$ cat src/rtl/ftdv_cell.sv
// One cell of the vertex store chain: holds a triple and passes the hit along.
`timescale 1ns / 1ps
`default_nettype none
module ftdv_cell #(
	parameter int CELL_INDEX = 0,
	parameter int KEY_W      = 48,
	parameter int ID_W       = 10
) (
	input  wire logic              clk,
	input  wire logic              arst_n,
	input  wire logic [KEY_W-1:0]  key,
	input  wire logic [ID_W:0]     total,
	input  wire logic              ins_en,
	input  wire logic              found_in,
	input  wire logic [ID_W-1:0]   id_in,
	output logic                   found_out,
	output logic [ID_W-1:0]        id_out
);

	logic [KEY_W-1:0] triple_q;
	logic             occupied;
	logic             match;

	// Only entries below the vertex count take part in a search.
	assign occupied = (ID_W+1)'(CELL_INDEX) < total;
	assign match    = occupied && (triple_q == key);

	always_ff @(posedge clk) begin
		if (ins_en && (total == (ID_W+1)'(CELL_INDEX))) begin
			triple_q <= key;
		end
	end

	always_ff @(posedge clk or negedge arst_n) begin
		if (!arst_n) begin
			found_out <= 1'b0;
		end else begin
			found_out <= found_in || match;
		end
	end

	always_ff @(posedge clk) begin
		id_out <= found_in ? id_in : ID_W'(CELL_INDEX);
	end

endmodule
`default_nettype wire

$ cat config.mk
export PLATFORM = sky130hd
export DESIGN_NAME = ftdv_cell
export DESIGN_NICKNAME = d
export VERILOG_FILES = /design/src/rtl/ftdv_cell.sv
export SDC_FILE = /design/constraint.sdc
export NUM_CORES = 1
export LEC_CHECK = 0
export BUFFER_PORTS_ARGS = -buffer_cell sky130_fd_sc_hd__buf_2
export CAP_MARGIN = 0
export CORE_UTILIZATION = 44
export CTS_CLUSTER_DIAMETER = 50
export CTS_CLUSTER_SIZE = 25
export DETAILED_ROUTE_END_ITERATION = 12
export PLACE_DENSITY = 0.68
export SLEW_MARGIN = 20
export SYNTH_ARGS = -nofsm -noshare
export SYNTH_HDL_FRONTEND = slang
export SYNTH_SLANG_ARGS = --single-unit
$ cat constraint.sdc
create_clock -name clk -period 1.63 [get_ports clk]
set_input_delay 0.0815 -clock clk [delete_from_list [all_inputs] [get_ports clk]]
set_output_delay 0.0815 -clock clk [all_outputs]
set_load 0.01 [all_outputs]
==> results.rst <==
.. list-table::
   :header-rows: 1

   * - Metric
     - Value
   * - Pwr Total
     - around 3300 uW
   * - Routed wire per std cell
     - 13.0 um
   * - Power density cells
     - just over 900 nW/um^2
   * - Critical path endpoint category
     - flop
   * - Unrepaired setup endpoints after global routing
     - false
   * - Cell leakage power
     - ~0.0014 uW
   * - Die span in x
     - 74.3 um
   * - Master cell of the clock root buffer
     - sky130_fd_sc_hd__clkbuf_8
   * - CP max stage delay
     - around 0.53 ns
   * - First-pass GRT wire length
     - ~7.3 mm
   * - Pin count of the biggest net entering global routing
     - 29
   * - Number of antenna repair diodes
     - 0
   * - Final critical delay including setup and external delays
     - 1.44 ns
   * - TritonCTS clock tree
     - yes
   * - GRT Overall Usage
     - about a fifth
   * - FF/Latch Area
     - ~1700 um^2
   * - Worst clock skew
     - roughly 0.0043 ns
   * - Dominant cells by area after synthesis
     - sky130_fd_sc_hd__edfxtp_1 63%, sky130_fd_sc_hd__xnor2_1 12%, sky130_fd_sc_hd__dfxtp_1 8.7%, sky130_fd_sc_hd__xor2_1 6.1%, sky130_fd_sc_hd__and2_1 3.0%
   * - Routability-driven placement congestion ratio
     - between 0.6 and 0.7
   * - Initial Utilization
     - a little under half
   * - Net count after synthesis
     - between 200 and 250
   * - I/O pins
     - 84
   * - Number of nets in the final layout
     - 367
   * - Category of the worst setup path launch point
     - input port
   * - Post-synthesis cell type with the largest combined area
     - sky130_fd_sc_hd__edfxtp_1
   * - Commonest cells after routing, fill and taps aside
     - 83 x sky130_fd_sc_hd__buf_2, 59 x sky130_fd_sc_hd__dlygate4sd3_1, 48 x sky130_fd_sc_hd__edfxtp_1
   * - Fillers
     - between 300 and 400
   * - Avg Inst Size Synth
     - around 16 um^2
   * - Arrival time of the worst setup path
     - approximately 1.7 ns
   * - Reg2reg start
     - triple_q[35]$_DFFE_PP_
   * - Number of hold violations in the final report
     - 0
   * - Clock edge transition at the registers on the reported setup and hold paths
     - 0.06 ns
   * - Max frequency
     - around 0.70 GHz
   * - Number of antenna violations at the first check in global routing
     - 0
   * - Max FO, Critical Path
     - 2
   * - Utilization of the core after routing
     - 74.5%
   * - Combined area of the multi-input logic cells
     - 632 um^2
   * - Number of global-route vias before repair
     - 1,720
   * - Maximum root-to-sink buffer count
     - 2
   * - Worst slew margin
     - roughly 78%
   * - Worst-margin pin slew
     - between 0.3 and 0.4 ns
   * - Core Area
     - just under 5000 um^2
   * - Clock latency of the later-clocked register in the worst-skew pair
     - between 0.3 and 0.4 ns
   * - Routed vias/inst
     - about 4.5
   * - Clock Sinks
     - 59
   * - Fraction of final layout cells with drive strength greater than 1
     - 34.1%
   * - Number of rows in the core area
     - 25
   * - # DRC
     - 0
   * - Family with the most delay on the worst path
     - buffers and inverters
   * - Final number of setup-violating endpoints
     - 0
   * - Buffers on Ports
     - 83
   * - Inserted Clock Buffers
     - 9
   * - Slew Viols, Final
     - 0
   * - Series of cell instances along the critical path
     - dlygate4sd3_1, buf_2, xor2_1, nor4_1, nand4_1, nor3_2, a31o_1
   * - Count of different cell masters after synthesis
     - 14
   * - DIE HEIGHT
     - 74.3 um
   * - Worst Setup SP
     - key[35]
   * - Detailed Route Iter0 Violations
     - 43
   * - Total wirelength of the detailed-routed design
     - 4.76 mm
   * - Area growth from synthesis to layout
     - 58.1%
   * - Drt pass-1 iters
     - 4
   * - Antenna-violating nets left
     - 0
   * - MaxCap Viol Count
     - 0
   * - Vias
     - between 1.5k and 2k
   * - Critical Setup Path Class
     - input port to flop
   * - DPL Wire Length
     - roughly 3.0 mm
   * - Max VDD drop
     - just over 0.0009 V
   * - Syn Inst Count
     - between 100 and 150
   * - Critical path buffers and inverters
     - 2
   * - Fraction of synthesized cell area taken by the top area cell type
     - 62.7%
   * - Worst min path class
     - input port to asynchronous set/reset pin
   * - Sequential share of the synthesized area
     - between 70% and 80%
   * - Synthesized area
     - around 2300 um^2
   * - Synthesized flop and latch total
     - 59
   * - Crit path max-delay cell type
     - sky130_fd_sc_hd__dlygate4sd3_1
   * - Deepest level of the CTS H-tree
     - 3
   * - Status
     - complete, no violations
   * - Final critical-path share of the clock period
     - around nine tenths
   * - Die area
     - between 5000 and 6000 um^2
   * - Leading cell type in the layout, fill and taps excluded
     - sky130_fd_sc_hd__buf_2
   * - Yosys warnings
     - 0
   * - Required time at the worst-slack endpoint
     - around 1.9 ns
   * - Global-route congestion overflow total
     - 0
   * - Sum Neg Setup Slack
     - 0 ns
[per-layer routing]
layer	GRT usage [%]	up-vias	part of all wire, %
li1	-	817	-
met1	21.2	746	41
met2	31.2	60	51
met3	7.45	12	5.5
met4	10.5	0	2.4
met5	0	-	0
[final timing paths]
kind,endpoint,slack (ns),cells after the start
setup reg to reg,found_out$_DFF_PN0_,0.24,5
setup / recovery,found_out$_DFF_PN0_,0.19,7
min in group clk,found_out$_DFF_PN0_,0.09,2
hold reg to reg,found_out$_DFF_PN0_,0.75,4
max in group asynchronous,found_out$_DFF_PN0_,1.48,2
hold / removal,found_out$_DFF_PN0_,0.06,2
[worst reg2reg max path, delay by kind of cell, from the launching register on]
family                    cells  cell delay [ns]
AOI/OAI and AO/OA             1             0.15
xor gates and xnor gates      1             0.16
DFF                           1             0.38
and+or+nand+nor               3             0.65
[where the power goes]
group | switching, uW | internal [uW] | total, uW
Combinational | 112 | 207 | 320
Clock | 528 | 841 | 1370
Sequential | 3.25 | 1640 | 1640
[kinds of logic (layout without fill, tap and decap cells)]
| kind of cell | count (synthesis) | after routing | synth area share [%] |
|---|---|---|---|
| compound gates | 1 | 1 | 0.381 |
| buf+inv | 1 | 160 | 0.163 |
| flops | 59 | 59 | 72.5 |
| xor+xnor | 48 | 48 | 18.3 |
| simple gates | 31 | 31 | 8.70 |
[repair_timing]
action	CTS	global route
endpoints found under the hold margin	59	0
hold buffers	59	0
setup endpoints to repair	0	0
resized for setup	0	0
buffers inserted	0	0
[metrics by stage]
step	instances	worst slack, ns	cell area, um^2	hold slack, ns
after floorplan	140	0.191	2300	-0.214
after global placement	291	0.197	2840	-0.134
after detailed placement	291	0.146	2840	-0.135
after CTS	366	0.179	3630	0.0519
after global routing	366	0.0280	3630	0.0501
final	366	0.194	3630	0.0636
[cell type report]
type / count / area share, %
Clock buffer: 9 / 3.41
Clock inverter: 7 / 2.27
Multi-Input combinational cell: 80 / 17.4
Sequential cell: 59 / 45.9
Tap cell: 67 / 2.31
Timing Repair Buffer: 144 / 28.8
[cells in the mapped netlist]
cell,number
sky130_fd_sc_hd__xnor2_1,32
sky130_fd_sc_hd__and2_1,11
sky130_fd_sc_hd__edfxtp_1,48
sky130_fd_sc_hd__nand4_1,9
sky130_fd_sc_hd__dfxtp_1,10
sky130_fd_sc_hd__xor2_1,16
sky130_fd_sc_hd__dfrtp_1,1
sky130_fd_sc_hd__clkbuf_1,1
sky130_fd_sc_hd__nor3_1,1
sky130_fd_sc_hd__a31o_1,1
sky130_fd_sc_hd__nor4_2,1
sky130_fd_sc_hd__nor3_2,1
sky130_fd_sc_hd__nor4_1,7
sky130_fd_sc_hd__nand2_1,1
[registers in the layout (all words and copies together) (netlist names)]
register and flops:
id_out 10, triple_q 48, found_out 1
No activity file was read; power rests on OpenSTA's default activity.
